===== src/sv/psc_pkg.sv =====
// shared types, constants and register codes for the pump safety cutoff
package psc_pkg;

	// timekeeping defaults and unit scaling
	localparam int TIME_BITS_DEF = 32;
	localparam int MS_PER_SEC    = 1000;
	localparam int MS_PER_MIN    = 60000;
	localparam int NEAR_NUM      = 9;
	localparam int NEAR_DEN      = 10;
	// 90 percent of a minute in ms, exact so no rounding is lost
	localparam int NEAR_MS_PER_MIN = MS_PER_MIN * NEAR_NUM / NEAR_DEN;

	// register field widths
	localparam int FLOW_W    = 16;
	localparam int DRY_SEC_W = 12;
	localparam int RUN_MIN_W = 11;
	localparam int MS_CFG_W  = 20;
	localparam int COUNT_W   = 16;
	localparam int STAMP_W   = 32;

	// widths of the scaled limits held in the config block
	localparam int DRY_MS_W = 22;
	localparam int RUN_MS_W = 27;

	// configuration port
	localparam int CFG_IDX_W  = 3;
	localparam int CFG_DATA_W = 20;

	// reset values
	localparam int BYPASS_RST    = 0;
	localparam int DRY_THR_RST   = 100;
	localparam int DRY_SEC_RST   = 30;
	localparam int RUN_MIN_RST   = 30;
	localparam int STUCK_THR_RST = 50;
	localparam int STUCK_MS_RST  = 10000;
	localparam int STALE_MS_RST  = 5000;

	localparam int DRY_MS_RST  = DRY_SEC_RST * MS_PER_SEC;
	localparam int MAX_MS_RST  = RUN_MIN_RST * MS_PER_MIN;
	localparam int NEAR_MS_RST = RUN_MIN_RST * NEAR_MS_PER_MIN;

	// stream widths
	localparam int IN_W        = 82;
	localparam int IN_TDATA_W  = 88;
	localparam int OUT_W       = 22;
	localparam int OUT_TDATA_W = 24;

	typedef enum logic [CFG_IDX_W-1:0] {
		REG_BYPASS    = 3'd0,
		REG_DRY_THR   = 3'd1,
		REG_DRY_SEC   = 3'd2,
		REG_RUN_MIN   = 3'd3,
		REG_STUCK_THR = 3'd4,
		REG_STUCK_MS  = 3'd5,
		REG_STALE_MS  = 3'd6
	} cfg_reg_t;

	typedef enum logic [1:0] {
		DEC_OK   = 2'd0,
		DEC_DRY  = 2'd1,
		DEC_OVER = 2'd2
	} decision_t;

	typedef struct packed {
		logic                bypass;
		logic [FLOW_W-1:0]   dry_thr;
		logic [DRY_MS_W-1:0] dry_ms;
		logic [RUN_MS_W-1:0] max_ms;
		logic [RUN_MS_W-1:0] near_ms;
		logic [FLOW_W-1:0]   stuck_thr;
		logic [MS_CFG_W-1:0] stuck_ms;
		logic [MS_CFG_W-1:0] stale_ms;
	} cfg_t;

	// last field in the lowest bits
	typedef struct packed {
		logic [STAMP_W-1:0] level_update_ms;
		logic               sensor_stable;
		logic [FLOW_W-1:0]  flow_rate;
		logic               pump_running;
		logic [STAMP_W-1:0] now_ms;
	} item_t;

	typedef struct packed {
		logic [COUNT_W-1:0] stuck_events;
		logic               overrun_error;
		logic               flow_error;
		logic               dry_run_error;
		logic               near_max_runtime;
		decision_t          decision;
	} result_t;

endpackage


===== src/sv/psc_cfg.sv =====
// configuration registers with limits pre-scaled to milliseconds on write
module psc_cfg (
	input  logic                             clk,
	input  logic                             arst_n,
	input  logic                             cfg_wr_en,
	input  logic [psc_pkg::CFG_IDX_W-1:0]    cfg_index,
	input  logic [psc_pkg::CFG_DATA_W-1:0]   cfg_data,
	output psc_pkg::cfg_t                    cfg
);

	psc_pkg::cfg_t cfg_q;

	always_ff @(posedge clk or negedge arst_n) begin
		if (!arst_n) begin
			cfg_q.bypass    <= 1'(psc_pkg::BYPASS_RST);
			cfg_q.dry_thr   <= psc_pkg::FLOW_W'(psc_pkg::DRY_THR_RST);
			cfg_q.dry_ms    <= psc_pkg::DRY_MS_W'(psc_pkg::DRY_MS_RST);
			cfg_q.max_ms    <= psc_pkg::RUN_MS_W'(psc_pkg::MAX_MS_RST);
			cfg_q.near_ms   <= psc_pkg::RUN_MS_W'(psc_pkg::NEAR_MS_RST);
			cfg_q.stuck_thr <= psc_pkg::FLOW_W'(psc_pkg::STUCK_THR_RST);
			cfg_q.stuck_ms  <= psc_pkg::MS_CFG_W'(psc_pkg::STUCK_MS_RST);
			cfg_q.stale_ms  <= psc_pkg::MS_CFG_W'(psc_pkg::STALE_MS_RST);
		end else if (cfg_wr_en) begin
			unique case (psc_pkg::cfg_reg_t'(cfg_index))
				psc_pkg::REG_BYPASS: begin
					cfg_q.bypass <= cfg_data[0];
				end
				psc_pkg::REG_DRY_THR: begin
					cfg_q.dry_thr <= cfg_data[psc_pkg::FLOW_W-1:0];
				end
				psc_pkg::REG_DRY_SEC: begin
					cfg_q.dry_ms <= psc_pkg::DRY_MS_W'(cfg_data[psc_pkg::DRY_SEC_W-1:0])
						* psc_pkg::DRY_MS_W'(psc_pkg::MS_PER_SEC);
				end
				psc_pkg::REG_RUN_MIN: begin
					cfg_q.max_ms <= psc_pkg::RUN_MS_W'(cfg_data[psc_pkg::RUN_MIN_W-1:0])
						* psc_pkg::RUN_MS_W'(psc_pkg::MS_PER_MIN);
					cfg_q.near_ms <= psc_pkg::RUN_MS_W'(cfg_data[psc_pkg::RUN_MIN_W-1:0])
						* psc_pkg::RUN_MS_W'(psc_pkg::NEAR_MS_PER_MIN);
				end
				psc_pkg::REG_STUCK_THR: begin
					cfg_q.stuck_thr <= cfg_data[psc_pkg::FLOW_W-1:0];
				end
				psc_pkg::REG_STUCK_MS: begin
					cfg_q.stuck_ms <= cfg_data[psc_pkg::MS_CFG_W-1:0];
				end
				psc_pkg::REG_STALE_MS: begin
					cfg_q.stale_ms <= cfg_data[psc_pkg::MS_CFG_W-1:0];
				end
				default: begin
					// unused index, write dropped
				end
			endcase
		end
	end

	assign cfg = cfg_q;

endmodule


===== src/sv/psc_eval.sv =====
// timer state and the single-pass safety evaluation of one item
module psc_eval #(
	parameter int TIME_BITS = psc_pkg::TIME_BITS_DEF
) (
	input  logic              clk,
	input  logic              arst_n,
	input  logic              step,
	input  psc_pkg::cfg_t     cfg,
	input  psc_pkg::item_t    item,
	output psc_pkg::result_t  res
);

	// compare width covers both elapsed times and the scaled limits
	localparam int CW = (TIME_BITS > psc_pkg::RUN_MS_W) ? TIME_BITS : psc_pkg::RUN_MS_W;

	logic                       dry_on_q, dry_lat_q, stuck_on_q, fault_q, run_on_q, over_q;
	logic [TIME_BITS-1:0]       dry_start_q, stuck_start_q, run_start_q;
	logic [psc_pkg::COUNT_W-1:0] count_q;

	logic                       dry_on_d, dry_lat_d, stuck_on_d, fault_d, run_on_d, over_d;
	logic [TIME_BITS-1:0]       dry_start_d, stuck_start_d, run_start_d;
	logic [psc_pkg::COUNT_W-1:0] count_d;

	logic [TIME_BITS-1:0] t_now, t_lvl, el_lvl, el_dry, el_stuck, el_run;
	logic                 fresh, dry_stop, over_stop, near;

	assign t_now    = TIME_BITS'(item.now_ms);
	assign t_lvl    = TIME_BITS'(item.level_update_ms);
	assign el_lvl   = t_now - t_lvl;
	assign el_dry   = t_now - dry_start_q;
	assign el_stuck = t_now - stuck_start_q;
	assign el_run   = t_now - run_start_q;

	// a stamp of zero means the level was never reported
	assign fresh = (item.level_update_ms != '0) && (CW'(el_lvl) <= CW'(cfg.stale_ms));

	always_comb begin
		dry_on_d    = dry_on_q;
		dry_start_d = dry_start_q;
		dry_lat_d   = dry_lat_q;
		dry_stop    = 1'b0;
		if (cfg.bypass) begin
			dry_on_d    = 1'b0;
			dry_start_d = '0;
			dry_lat_d   = 1'b0;
		end else if (!item.pump_running || !item.sensor_stable || !fresh
				|| item.flow_rate >= cfg.dry_thr) begin
			dry_on_d    = 1'b0;
			dry_start_d = '0;
		end else if (!dry_on_q) begin
			dry_on_d    = 1'b1;
			dry_start_d = t_now;
		end else if (CW'(el_dry) >= CW'(cfg.dry_ms)) begin
			dry_lat_d = 1'b1;
			dry_stop  = 1'b1;
		end
	end

	always_comb begin
		stuck_on_d    = stuck_on_q;
		stuck_start_d = stuck_start_q;
		fault_d       = fault_q;
		count_d       = count_q;
		if (cfg.bypass) begin
			stuck_on_d    = 1'b0;
			stuck_start_d = '0;
			fault_d       = 1'b0;
		end else if (!item.pump_running && item.flow_rate > cfg.stuck_thr) begin
			if (!stuck_on_q) begin
				stuck_on_d    = 1'b1;
				stuck_start_d = t_now;
			end else if (CW'(el_stuck) >= CW'(cfg.stuck_ms) && !fault_q) begin
				fault_d = 1'b1;
				// event count sticks at full scale
				if (count_q != '1) begin
					count_d = count_q + psc_pkg::COUNT_W'(1);
				end
			end
		end else begin
			fault_d       = 1'b0;
			stuck_on_d    = 1'b0;
			stuck_start_d = '0;
		end
	end

	always_comb begin
		run_on_d    = run_on_q;
		run_start_d = run_start_q;
		over_d      = over_q;
		over_stop   = 1'b0;
		near        = 1'b0;
		if (!item.pump_running) begin
			run_on_d    = 1'b0;
			run_start_d = '0;
		end else if (!run_on_q) begin
			run_on_d    = 1'b1;
			run_start_d = t_now;
		end else begin
			near = CW'(el_run) >= CW'(cfg.near_ms);
			if (CW'(el_run) >= CW'(cfg.max_ms)) begin
				over_d    = 1'b1;
				run_on_d  = 1'b0;
				over_stop = 1'b1;
			end
		end
	end

	always_ff @(posedge clk or negedge arst_n) begin
		if (!arst_n) begin
			dry_on_q      <= 1'b0;
			dry_start_q   <= '0;
			dry_lat_q     <= 1'b0;
			stuck_on_q    <= 1'b0;
			stuck_start_q <= '0;
			fault_q       <= 1'b0;
			count_q       <= '0;
			run_on_q      <= 1'b0;
			run_start_q   <= '0;
			over_q        <= 1'b0;
		end else if (step) begin
			dry_on_q      <= dry_on_d;
			dry_start_q   <= dry_start_d;
			dry_lat_q     <= dry_lat_d;
			stuck_on_q    <= stuck_on_d;
			stuck_start_q <= stuck_start_d;
			fault_q       <= fault_d;
			count_q       <= count_d;
			run_on_q      <= run_on_d;
			run_start_q   <= run_start_d;
			over_q        <= over_d;
		end
	end

	always_comb begin
		if (dry_stop) begin
			res.decision = psc_pkg::DEC_DRY;
		end else if (over_stop) begin
			res.decision = psc_pkg::DEC_OVER;
		end else begin
			res.decision = psc_pkg::DEC_OK;
		end
		res.near_max_runtime = near;
		res.dry_run_error    = dry_lat_d;
		res.flow_error       = fault_d;
		res.overrun_error    = over_d;
		res.stuck_events     = count_d;
	end

endmodule


===== src/sv/pump_safety_cutoff_unit.sv =====
// Pump safety cutoff: dry-run, stuck-high flow and max-runtime checks per beat.
// Path: a taken beat is captured in the input register, then its result in the
// result register. Throughput: one beat per clock unless m_tready stalls;
// the timer state updates in one pass.
// Reset: arst_n clears the timers, latches, event count and both valid flags
// and loads the default configuration.
module pump_safety_cutoff_unit #(
	parameter int TIME_BITS = psc_pkg::TIME_BITS_DEF
) (
	input  logic                               clk,
	input  logic                               arst_n,
	input  logic                               s_tvalid,
	output logic                               s_tready,
	// now_ms[31:0], pump_running[32], flow_rate[48:33], sensor_stable[49],
	// level_update_ms[81:50], zeros above
	input  logic [psc_pkg::IN_TDATA_W-1:0]     s_tdata,
	output logic                               m_tvalid,
	input  logic                               m_tready,
	// decision[1:0], near_max_runtime[2], dry_run_error[3], flow_error[4],
	// overrun_error[5], stuck_events[21:6], zeros above
	output logic [psc_pkg::OUT_TDATA_W-1:0]    m_tdata,
	input  logic                               cfg_wr_en,
	input  logic [psc_pkg::CFG_IDX_W-1:0]      cfg_index,
	input  logic [psc_pkg::CFG_DATA_W-1:0]     cfg_data
);

	psc_pkg::cfg_t    cfg;
	psc_pkg::item_t   item_s1;
	psc_pkg::result_t res_comb, res_s2;
	logic             valid_s1, valid_s2, advance;

	// result register free or draining this cycle
	assign advance  = !valid_s2 || m_tready;
	assign s_tready = !valid_s1 || advance;

	always_ff @(posedge clk or negedge arst_n) begin
		if (!arst_n) begin
			valid_s1 <= 1'b0;
			valid_s2 <= 1'b0;
		end else begin
			if (s_tready) begin
				valid_s1 <= s_tvalid;
			end
			if (advance) begin
				valid_s2 <= valid_s1;
			end
		end
	end

	always_ff @(posedge clk) begin
		if (s_tvalid && s_tready) begin
			item_s1 <= psc_pkg::item_t'(s_tdata[psc_pkg::IN_W-1:0]);
		end
		if (valid_s1 && advance) begin
			res_s2 <= res_comb;
		end
	end

	psc_cfg u_cfg (
		.clk       (clk),
		.arst_n    (arst_n),
		.cfg_wr_en (cfg_wr_en),
		.cfg_index (cfg_index),
		.cfg_data  (cfg_data),
		.cfg       (cfg)
	);

	psc_eval #(
		.TIME_BITS (TIME_BITS)
	) u_eval (
		.clk    (clk),
		.arst_n (arst_n),
		.step   (valid_s1 && advance),
		.cfg    (cfg),
		.item   (item_s1),
		.res    (res_comb)
	);

	assign m_tvalid = valid_s2;
	assign m_tdata  = psc_pkg::OUT_TDATA_W'(res_s2);

endmodule


===== config.mk =====
export PLATFORM = sky130hd
export DESIGN_NAME = pump_safety_cutoff_unit
export DESIGN_NICKNAME = d
export VERILOG_FILES = /design/src/sv/psc_pkg.sv /design/src/sv/psc_cfg.sv /design/src/sv/psc_eval.sv /design/src/sv/pump_safety_cutoff_unit.sv
export SDC_FILE = /design/constraint.sdc
export NUM_CORES = 1
export LEC_CHECK = 0
export BUFFER_PORTS_ARGS = -buffer_cell sky130_fd_sc_hd__buf_2
export CORE_UTILIZATION = 30
export DETAILED_ROUTE_END_ITERATION = 6
export PLACE_DENSITY = 0.51
export SLEW_MARGIN = 10
export SYNTH_ARGS = -nofsm -noshare
export SYNTH_HDL_FRONTEND = slang
export SYNTH_SLANG_ARGS = --single-unit
export TNS_END_PERCENT = 100

===== constraint.sdc =====
create_clock -name clk -period 5.75 [get_ports clk]
set_input_delay 0.8625 -clock clk [delete_from_list [all_inputs] [get_ports clk]]
set_output_delay 0.8625 -clock clk [all_outputs]
set_load 0.005 [all_outputs]

### Word level (Yosys, flattened, before mapping)

Index checks and enable logic that the tools add are counted.

| word-level totals | value |
|---|---|
| input port bits | 116 |
| output and inout port bits | 26 |
| logic and storage cells | 124 |
| register bits after elaboration | 361 |

| cells by class | value |
|---|---|
| order comparisons | 7 |
| multipliers | 3 |
| add/sub/neg operators | 5 |
| reductions and logical operators | 29 |
| eq/ne operators | 10 |
| multiplexer cells | 39 |

Operators with widths:

| operator | number |
|---|---|
| two-way mux 32 bit | 8 |
| subtractor 32 bit | 4 |
| two-way mux 16 bit | 5 |
| greater-or-equal comparator 32 x 27 -> 1 bit | 2 |
| greater-or-equal comparator 32 x 20 -> 1 bit | 1 |
| greater-or-equal comparator 32 x 22 -> 1 bit | 1 |
| less-or-equal comparator 32 x 20 -> 1 bit | 1 |
| nonzero test 32 bit | 1 |
| two-way mux 1 bit | 25 |
| multiplier 11 x 12 -> 23 bit, second input constant | 1 |
| multiplier 11 x 11 -> 22 bit, second input constant | 1 |
| AND reduction 2 bit | 11 |
| multiplier 12 x 7 -> 19 bit, second input constant | 1 |
| adder 16 x 1 -> 16 bit, second input constant | 1 |
| greater-or-equal comparator 16 bit | 1 |
| greater-than comparator 16 bit | 1 |
| inequality test 16 bit, second input constant | 1 |
| == test 3 bit, second input constant | 3 |
| == test 3 x 2 -> 1 bit, second input constant | 2 |
| logical NOT 1 bit | 6 |
| inequality test 3 bit, second input constant | 2 |
| logical AND 1 bit | 5 |
| logical OR 1 bit | 5 |
| == test 3 x 1 -> 1 bit, second input constant | 1 |
| other kinds (3) | 3 |

### Longest topological paths before layout

Gate-level depths: netlist (run 1).

| logic depth | value |
|---|---|
| depth after elaboration | 8 |
| gate-level depth with buffers | 26 |
| mapped depth without buffers | 25 |

### Hierarchy

A second synthesis (run 1) with hierarchy kept.

| unflattened totals | value |
|---|---|
| cell total of the unflattened synthesis | 3214 |
| area, all modules | 30887.1 µm² |

Modules (own cells, without submodules):

| module | cells an instance | instances | area an instance (µm²) |
|---|---|---|---|
| psc_eval | 1955 | 1 | 15800.2 |
| psc_cfg | 1144 | 1 | 11841.4 |
| pump_safety_cutoff_unit | 115 | 1 | 3245.6 |

### Least setup slack after synthesis (run 1)

Ideal clock, no wire load.

| timing | value |
|---|---|
| path type | input-to-reg |
| from | in cfg_data[8] (netlist name) |
| to | reg u_cfg.cfg_q, in the netlist u_cfg.cfg[82] |
| data required time | 5614 ps |
| stages | 16 |
| data arrival time | 5483 ps |
| setup time | 136 ps |
| slack | 131 ps |
| cell sequence | fa_1 -> inv_1 -> fa_1 -> fa_1 -> inv_1 -> fa_1 -> fa_1 -> ha_1 -> a21o_1 -> a211oi_1 -> a21oi_1 -> o41a_1 -> a211o_1 -> a31oi_1 -> xnor2_1 -> o21ai_0 |

| between the ends | value |
|---|---|
| cells in the longest elaborated chain, start to end | 1 |

Ends and longest elaborated chain:

| item | RTL line | source |
|---|---|---|
| from (decl) | pump_safety_cutoff_unit.sv:24 | `input logic [psc_pkg::CFG_DATA_W-1:0] cfg_data` |
| multiplier 11 x 12 -> 23 bit | psc_cfg.sv:39 | `* psc_pkg::RUN_MS_W'(psc_pkg::NEAR_MS_PER_MIN);` |
| to (decl) | psc_cfg.sv:11 | `psc_pkg::cfg_t cfg_q;` |

Every way passes these cells.
A chain may end at the register's enable or synchronous reset.

==> metrics, run 1 <==
outcome=finished, final reports clean; simple-gate share of the synthesized area=12.4%; Worst Hold Class=primary input to asynchronous set/reset pin; die outline height=between 300 and 400 um; row cnt=116; Yosys cell types=90; r2r startpoint=item_s1[1]; minimum clock period=about 5.5 ns; 1st-pass router iterations=6; Rel. slew slack=21.0%; Pwr Density=approximately 380 nW/um^2; Worst setup SP type=register; fmax=between 150 and 200 MHz; HPWL Detailed=around 72000 um; cts bufs inserted=between 40 and 50; met3 usage=2.65%; ANT cells=0; Die ar.=about 100000 um^2; Final nets=4204; sequential fraction of the synthesis area=roughly 31%; synthesized instance count=~3300; FFs w/ async S/R, synth=approximately 70%; RSZ-0062 raised after global routing=no; clk root buf=clkbuf_16; Post-Synth Adder-Cell Area=24.8%; FF+latch area=between 9000 and 10000 um^2; Routed Antenna Nets=0; worst r2r dst=m_tdata[5]; Initial Util=approximately 30%; peak supply drop=between 0.5 and 0.6 mV; top_reg_cell synth=dfrtp_1; CTS H-tree depth=2; compound-gate portion of the synthesized area=between 10% and 20%; GRT Total Usage=about 18%; Yosys reg bits=roughly 360; Max Root-Sink Buffers=3; first-pass GRT wire length=140000 um; XOR/XNOR Fraction of Synth Area=4.47%; I/O Buffers=about 130; reg2reg setup slack=between 0.2 and 0.25 ns; detailed-route via count=~24000; # setup viols final=0; Final Hold Fails=0; drt initial violations=1671; post-synth top area cell=ha_1; share of cells above drive strength 1=13.4%; WL/cell=18.4 um; initial antenna violation count=4; Worst-path clk slew=around 0.060 ns; FILL cells=approximately 10000; worst slew pin tran=1.18 ns; number of remaining DRC errors=0; arrival time at the worst endpoint=5.84 ns; overflow left after global routing=0; Non-Filler Instances=between 4000 and 5000; fin. max-slew vios=0; gr busiest metal=met2; peak fanout along the critical path=8; TNS Setup=0 ns; met2 Use GR=a little over a quarter; Die X=approximately 320 um; drt via density=slightly below 5; num ports=142; area occupied by multi-input gates=~19000 um^2; total wire length=between 90000 and 100000 um; CTS sink count=between 300 and 400; post-synth top area share=17.7%; total power=13.2 mW; core area=just over 100000 um^2; final worst path period share=between 90% and 100%; Post-CTS Hold Fix Bufs=0; met1 Use GR=between 20 and 30%; Post-CTS Setup Inserts=0; Min Hold Slack=between 0.2 and 0.25 ns; Util after Layout=35.1%; Max Clock Skew=0.0232 ns; Area Growth Syn to Fin=15.5%; largest net degree at the start of global routing=between 90 and 100; portion of netlist area occupied by mux cells=1.94%; synth warn=0; syn avg cell area=9.21 um^2; Crit. End Element=register; Required @ worst endpoint=around 6 ns; Mapped Area=~31000 um^2; Worst Setup SP=item_s1[1]; leak pwr=roughly 17 nW; largest family of logic cells by synthesized area=adder cells; R2R depth=19; max_cap viols=0; number of global-route vias before repair=around 24000; dpl cells=4859; Final GP Congestion=0.896; synth top area cells=ha_1 (18%), dfrtp_1 (18%), edfxtp_1 (10%); CTS tree=built; clk_lat worst skew=a little over 0.6 ns; worst setup path category=register to register; Post-synth EDFFs=about 100
## what timing repair did
action,4_1_cts,5_1_grt
pin swaps,0,8
setup endpoints to repair,18,72
resized for setup,1,17
## sequential cells by signal, summed over array words and instances (netlist names)
register and flops:
u_eval.stuck_start_q 32, u_eval.dry_on_q 1, u_eval.count_q 16, u_eval.dry_start_q 32, u_cfg.cfg 135, u_eval.run_start_q 32
m_tvalid 1, u_eval.fault_q 1, u_eval.stuck_on_q 1, valid_s1 1, item_s1 82, u_eval.dry_lat_q 1
u_eval.over_q 1, m_tdata 22, u_eval.run_on_q 1
## worst max-delay path, cell delays in order, from the launching register on
cell and delay, ns:
edfxtp_1 0.60, buf_4 0.29, ha_1 0.29, nor2b_1 0.14, o31a_1 0.28, o211a_1 0.27
o211ai_1 0.23, nand2_1 0.11, and2_1 0.22, a21oi_1 0.19, xnor2_1 0.26, ha_1 0.33
a21o_1 0.18, a21o_1 0.17, a221o_1 0.34, a31oi_1 0.25, o31ai_2 0.15, or4_1 0.47
nor2b_1 0.23, or2_1 0.22
## per-layer routing
metal  vias up  part of all wire (%)
li1      12100                     -
met4         0                   2.3
met2       504                    43
met1     11500                    50
met5         -                     0
met3        98                   4.7
## cell usage after synthesis (5+ instances only)
library cell,count
o21bai_1,34
a211oi_1,30
clkbuf_1,81
and4_1,5
nor3_1,54
fa_1,108
nor2b_1,26
or3_1,11
nor4_1,17
nor3b_1,15
nand4_1,37
o21ai_1,29
a22o_1,34
xnor2_1,87
nor2_1,121
xor2_1,69
o31ai_1,14
o21a_1,30
nand3b_1,5
mux2_2,38
or2_2,7
ha_1,432
and3_1,32
and2_1,16
nand2_1,317
dfstp_2,40
o21ai_2,10
a2111oi_0,11
edfxtp_1,104
a21oi_1,177
nand3_1,80
a221oi_1,6
o2111ai_1,10
a21o_1,108
buf_2,6
o211ai_1,12
dfrtp_1,215
o21ai_0,231
mux2i_1,12
inv_1,460
nand2b_1,40
a31oi_1,22
a211o_1,36
## kinds of logic (layout without fill, tap and decap cells)
logic type / count (synthesis) / after routing
other cells: 1 / 2
mux: 54 / 54
flops: 359 / 359
fa+ha+maj: 540 / 540
xor+xnor: 156 / 156
compound gates: 856 / 856
simple gates: 797 / 797
buf+inv: 555 / 820
## cell type report
type	instances	share of cell area, %
clock buffer	55	3.38
clock inverter	27	0.950
inverter	462	4.92
multi-input combinational	2405	53.8
sequential	359	27.1
tap	1357	4.81
timing repair buffer	276	5.06
## report_power, final
group	switching, mW	leakage (nW)	total (mW)	internal (mW)
logic	3.95	11.6	6.88	2.93
clock network	1.23	0.739	2.98	1.76
registers	0.254	4.22	3.38	3.13
## layout by cell type, fill, tap and decap left out, drive strengths merged, types with 40 or more instances in the layout
cell type	netlist	final
inv	461	464
nor3	54	54
dfrtp	215	215
nand2b	40	40
o21ai	270	270
xnor2	87	87
dfstp	40	40
a21o	108	108
xor2	69	69
mux2	42	42
a21oi	179	179
fa	108	108
edfxtp	104	104
nor2	122	122
nand2	317	317
nand3	80	80
clkbuf	81	55
ha	432	432
buf	12	276
## worst max path at each step
stage                               end  slack (ns)  depth (start not counted)
after CTS                    m_tdata[1]        0.03                         23
after global routing         m_tdata[7]       0.002                         21
after detailed placement  u_cfg.cfg[80]       -0.17                         18
after floorplan           u_cfg.cfg[82]        0.13                         16
final                        m_tdata[5]        0.25                         19
after global placement    u_cfg.cfg[81]       -0.18                         19
## per-stage QoR
stage,area [um^2],worst slack [ns]
2_1_floorplan,30600,0.131
3_3_place_gp,33700,-0.177
3_5_place_dp,33700,-0.172
4_1_cts,35200,0.0349
5_1_grt,35300,0.00226
6_report,35300,0.246
Note: power is estimated with default switching activity, not from simulation.
==> run 2, diff against run 1 <==
--- a/config.mk
+++ b/config.mk
@@ -14,2 +14,3 @@
 export SYNTH_HDL_FRONTEND = slang
+export SYNTH_HIERARCHICAL = 1
 export SYNTH_SLANG_ARGS = --single-unit
--- a/constraint.sdc
+++ b/constraint.sdc
@@ -3,2 +3,2 @@
 set_output_delay 0.8625 -clock clk [all_outputs]
-set_load 0.005 [all_outputs]
+set_load 0.05 [all_outputs]
==> run 2 against run 1 <==
Compared with the run above:
- worst setup slack better by 0.036 ns
- flip-flop and latch count stayed put
- clock skew is 0.018 ns higher
- routed wire length is 0.28% lower
- worst hold slack worse by 0.013 ns
- global-route usage is 0.30 points lower
- first-iteration DRC count is 7.4% lower
- total power is 1.0% higher
- critical path type unchanged
==> metrics, run 2 <==
largest net degree at the start of global routing=98 (was 96); drt via density=4.94 (was 4.90); num ports=142 (unchanged); worst r2r dst=m_tdata[7] (was m_tdata[5]); synthesized instance count=3214 (was 3318); r2r startpoint=item_s1[1] (unchanged); Area Growth Syn to Fin=14.5% (was 15.5%); fin. max-slew vios=0 (unchanged); I/O Buffers=133 (unchanged); Comb pwr share=52.1% (was 52.0%); Setup WS post-layout=0.282 ns (was 0.246 ns); Synth top cells by count=inv_1 (495), ha_1 (444), dfrtp_1 (215) (was inv_1 (460), ha_1 (432), nand2_1 (317)); Mapped Area=30900 um^2 (was 30600 um^2); dpl cells=4730 (was 4859); most common cell after layout, fill and taps aside=inv_1 (unchanged); post-route cell area=35400 um^2 (was 35300 um^2); post-placement cell area=33700 um^2 (about the same); max reg flops=135 (unchanged); GRT Total Usage=17.4% (was 17.7%); synth warn=6 (was 0); sequential power share=25.9% (was 25.5%); Clk pwr share=22.1% (was 22.5%); number of remaining DRC errors=0 (unchanged); TNS Setup=0 ns (unchanged); Rel. slew slack=30.1% (was 21.0%); detailed-route via count=23900 (was 24200); worst slew pin tran=1.05 ns (was 1.18 ns); metal2 WL=40000 um (was 39100 um); max_cap viols=0 (unchanged); most frequent cell after synthesis=inv_1 (unchanged); RSZ-0062 raised after global routing=no (unchanged); synth top area cells=ha_1 (18%), dfrtp_1 (17%), edfxtp_1 (10%) (was ha_1 (18%), dfrtp_1 (18%), edfxtp_1 (10%)); arrival time at the worst endpoint=5.83 ns (was 5.84 ns); peak fanout along the critical path=17 (was 8); FILL cells=10500 (was 10300); CTS tree=built (unchanged); Post-Synth Adder-Cell Area=25.1% (was 24.8%); Max Root-Sink Buffers=3 (unchanged); Final GP Congestion=0.889 (was 0.896); 1st-pass router iterations=5 (was 6); syn avg cell area=9.61 um^2 (was 9.21 um^2); wire length on met3=3680 um (was 4240 um); Die ar.=104000 um^2 (was 103000 um^2); largest family of logic cells by synthesized area=adder cells (unchanged); fmax=183 MHz (was 182 MHz); Worst-path clk slew=0.05 ns (was 0.06 ns); Yosys cell types=104 (was 90); die outline height=323 um (was 321 um); Initial Util=30.3% (was 30.4%); initial antenna violation count=7 (was 4); Final Hold Fails=0 (unchanged); worst setup path category=register to register (unchanged); Die X=323 um (was 321 um); HPWL Detailed=71200 um (was 72400 um); overflow left after global routing=0 (unchanged); first-pass GRT wire length=139000 um (was 140000 um); drt initial violations=1547 (was 1671); outcome=finished, final reports clean (unchanged); Min Hold Slack=0.208 ns (was 0.221 ns); final worst path period share=95.1% (was 95.7%); post-place setup slack=0.00382 ns (was -0.172 ns); # setup viols final=0 (unchanged); clk_lat worst skew=0.63 ns (was 0.61 ns); Post-synth EDFFs=104 (unchanged); clk root buf=clkbuf_16 (unchanged); Sw Pwr=5.55 mW (was 5.43 mW); highest metal used=met4 (unchanged); Yosys reg bits=359 (unchanged); FFs w/ async S/R, synth=71.0% (unchanged); peak supply drop=0.278 mV (was 0.571 mV); minimum clock period=5.47 ns (was 5.50 ns); Worst Setup SP=item_s1[1] (unchanged); top_reg_cell synth=dfrtp_1 (unchanged); Routed Antenna Nets=0 (unchanged); met1 wire length=45500 um (was 45400 um); Worst Hold Class=primary input to asynchronous set/reset pin (unchanged); reg2reg setup slack=0.28 ns (was 0.25 ns); Crit. End Element=register (unchanged); post-synth top area cell=ha_1 (unchanged); Max Clock Skew=0.0417 ns (was 0.0232 ns); R2R depth=20 (was 19); Final nets=4091 (was 4204); sequential fraction of the synthesis area=30.9% (was 31.3%); Internal=7.84 mW (was 7.82 mW); total wire length=90600 um (was 90900 um); share of cells above drive strength 1=14.1% (was 13.4%); Required @ worst endpoint=6.11 ns (was 6.09 ns); core area=102000 um^2 (was 101000 um^2); CTS sink count=359 (unchanged); WL/cell=18.8 um (was 18.4 um); Post-CTS Hold Fix Bufs=0 (unchanged); number of global-route vias before repair=23400 (was 23500); CTS H-tree depth=2 (unchanged); portion of netlist area occupied by mux cells=2.80% (was 1.94%); cts bufs inserted=45 (was 44); Worst setup SP type=register (unchanged); simple-gate share of the synthesized area=11.4% (was 12.4%); row cnt=117 (was 116); switching share of total power=41.5% (was 41.0%); most frequent cells in the layout=inv_1 (494), ha_1 (443), dfrtp_1 (215), nand2_1 (183), a21oi_1 (173) (was inv_1 (459), ha_1 (432), nand2_1 (316), o21ai_0 (231), dfrtp_1 (215)); post-synth top area share=18.0% (was 17.7%); compound-gate portion of the synthesized area=17.8% (was 18.2%); leak pwr=16.6 nW (was 16.5 nW); XOR/XNOR Fraction of Synth Area=4.33% (was 4.47%); Pwr Density=378 nW/um^2 (was 375 nW/um^2); Non-Filler Instances=4832 (was 4941)
==> run 2: power groups by stage <==
stage	Combinational [mW]	Sequential, mW	Clock (mW)
global route	7.89	3.51	3.14
global placement	6.88	3.50	0
CTS	6.96	3.46	3.05
floorplan	4.96	3.41	0
finish	6.97	3.46	2.96
detailed placement	6.90	3.50	0
==> run 2: area by class of cell <==
class | instances | area (um^2) | share of cell area [%]
Antenna cell | 5 | 12.5 | 0.0354
Clock inverter | 18 | 220 | 0.623
Clock buffer | 66 | 1280 | 3.61
Sequential cell | 359 | 9550 | 27.0
Inverter | 495 | 1860 | 5.25
Timing Repair Buffer | 255 | 1650 | 4.66
Multi-Input combinational cell | 2266 | 19100 | 54.0
Tap cell | 1368 | 1710 | 4.84
==> run 2: logic make-up (layout without fill, tap and decap cells) <==
family,count (synthesis),in the layout
adder cells (fa/ha/maj),553,553
other,2,19
buffers and inverters,601,834
AND/OR/NAND/NOR,673,673
flip-flops,359,359
XOR/XNOR,152,152
multiplexers,78,78
AO/OA/AOI/OAI,796,796
==> run 2: routing by layer <==
layer,GRT usage [%],vias up
met2,26.9,417
li1,-,11800
met5,0,-
met3,2.12,80
met1,25.8,11600
met4,3.41,0
==> run 2: per-stage QoR <==
stage / util [%] / power (mW)
5_1_grt: 34.7 / 14.5
2_1_floorplan: - / 8.37
4_1_cts: 34.5 / 13.5
6_report: 34.7 / 13.4
3_5_place_dp: 33.1 / 10.4
3_3_place_gp: 33.1 / 10.4
==> run 2: timing repair <==
item	in CTS	in global routing
setup buffers	0	13
pin swaps	0	4
setup endpoints to repair	2	41
resized for setup	1	21
==> run 2: worst max-delay path by stage <==
stage	end	slack [ns]
after global placement	u_cfg/cfg[76]	0.04
after detailed placement	m_tdata[5]	0.004
final	m_tdata[7]	0.28
after floorplan	u_cfg/cfg[81]	0.43
after global routing	m_tdata[1]	0.005
after CTS	m_tdata[7]	0.06
==> run 2: critical path, cell delays in order (launching register included) <==
cell       delay [ns]
edfxtp_1         0.50
buf_4            0.20
fa_2             0.41
a21oi_2          0.19
o221ai_2         0.15
a21boi_0         0.18
and3_1           0.21
o311a_1          0.30
ha_1             0.31
a21oi_1          0.14
a21boi_0         0.12
o31ai_2          0.31
nand3_1          0.10
or3_1            0.33
a211o_1          0.31
nor4_2           0.15
o2111ai_1        0.14
or4_4            0.51
buf_8            0.18
nand3_1          0.12
mux2_2           0.36
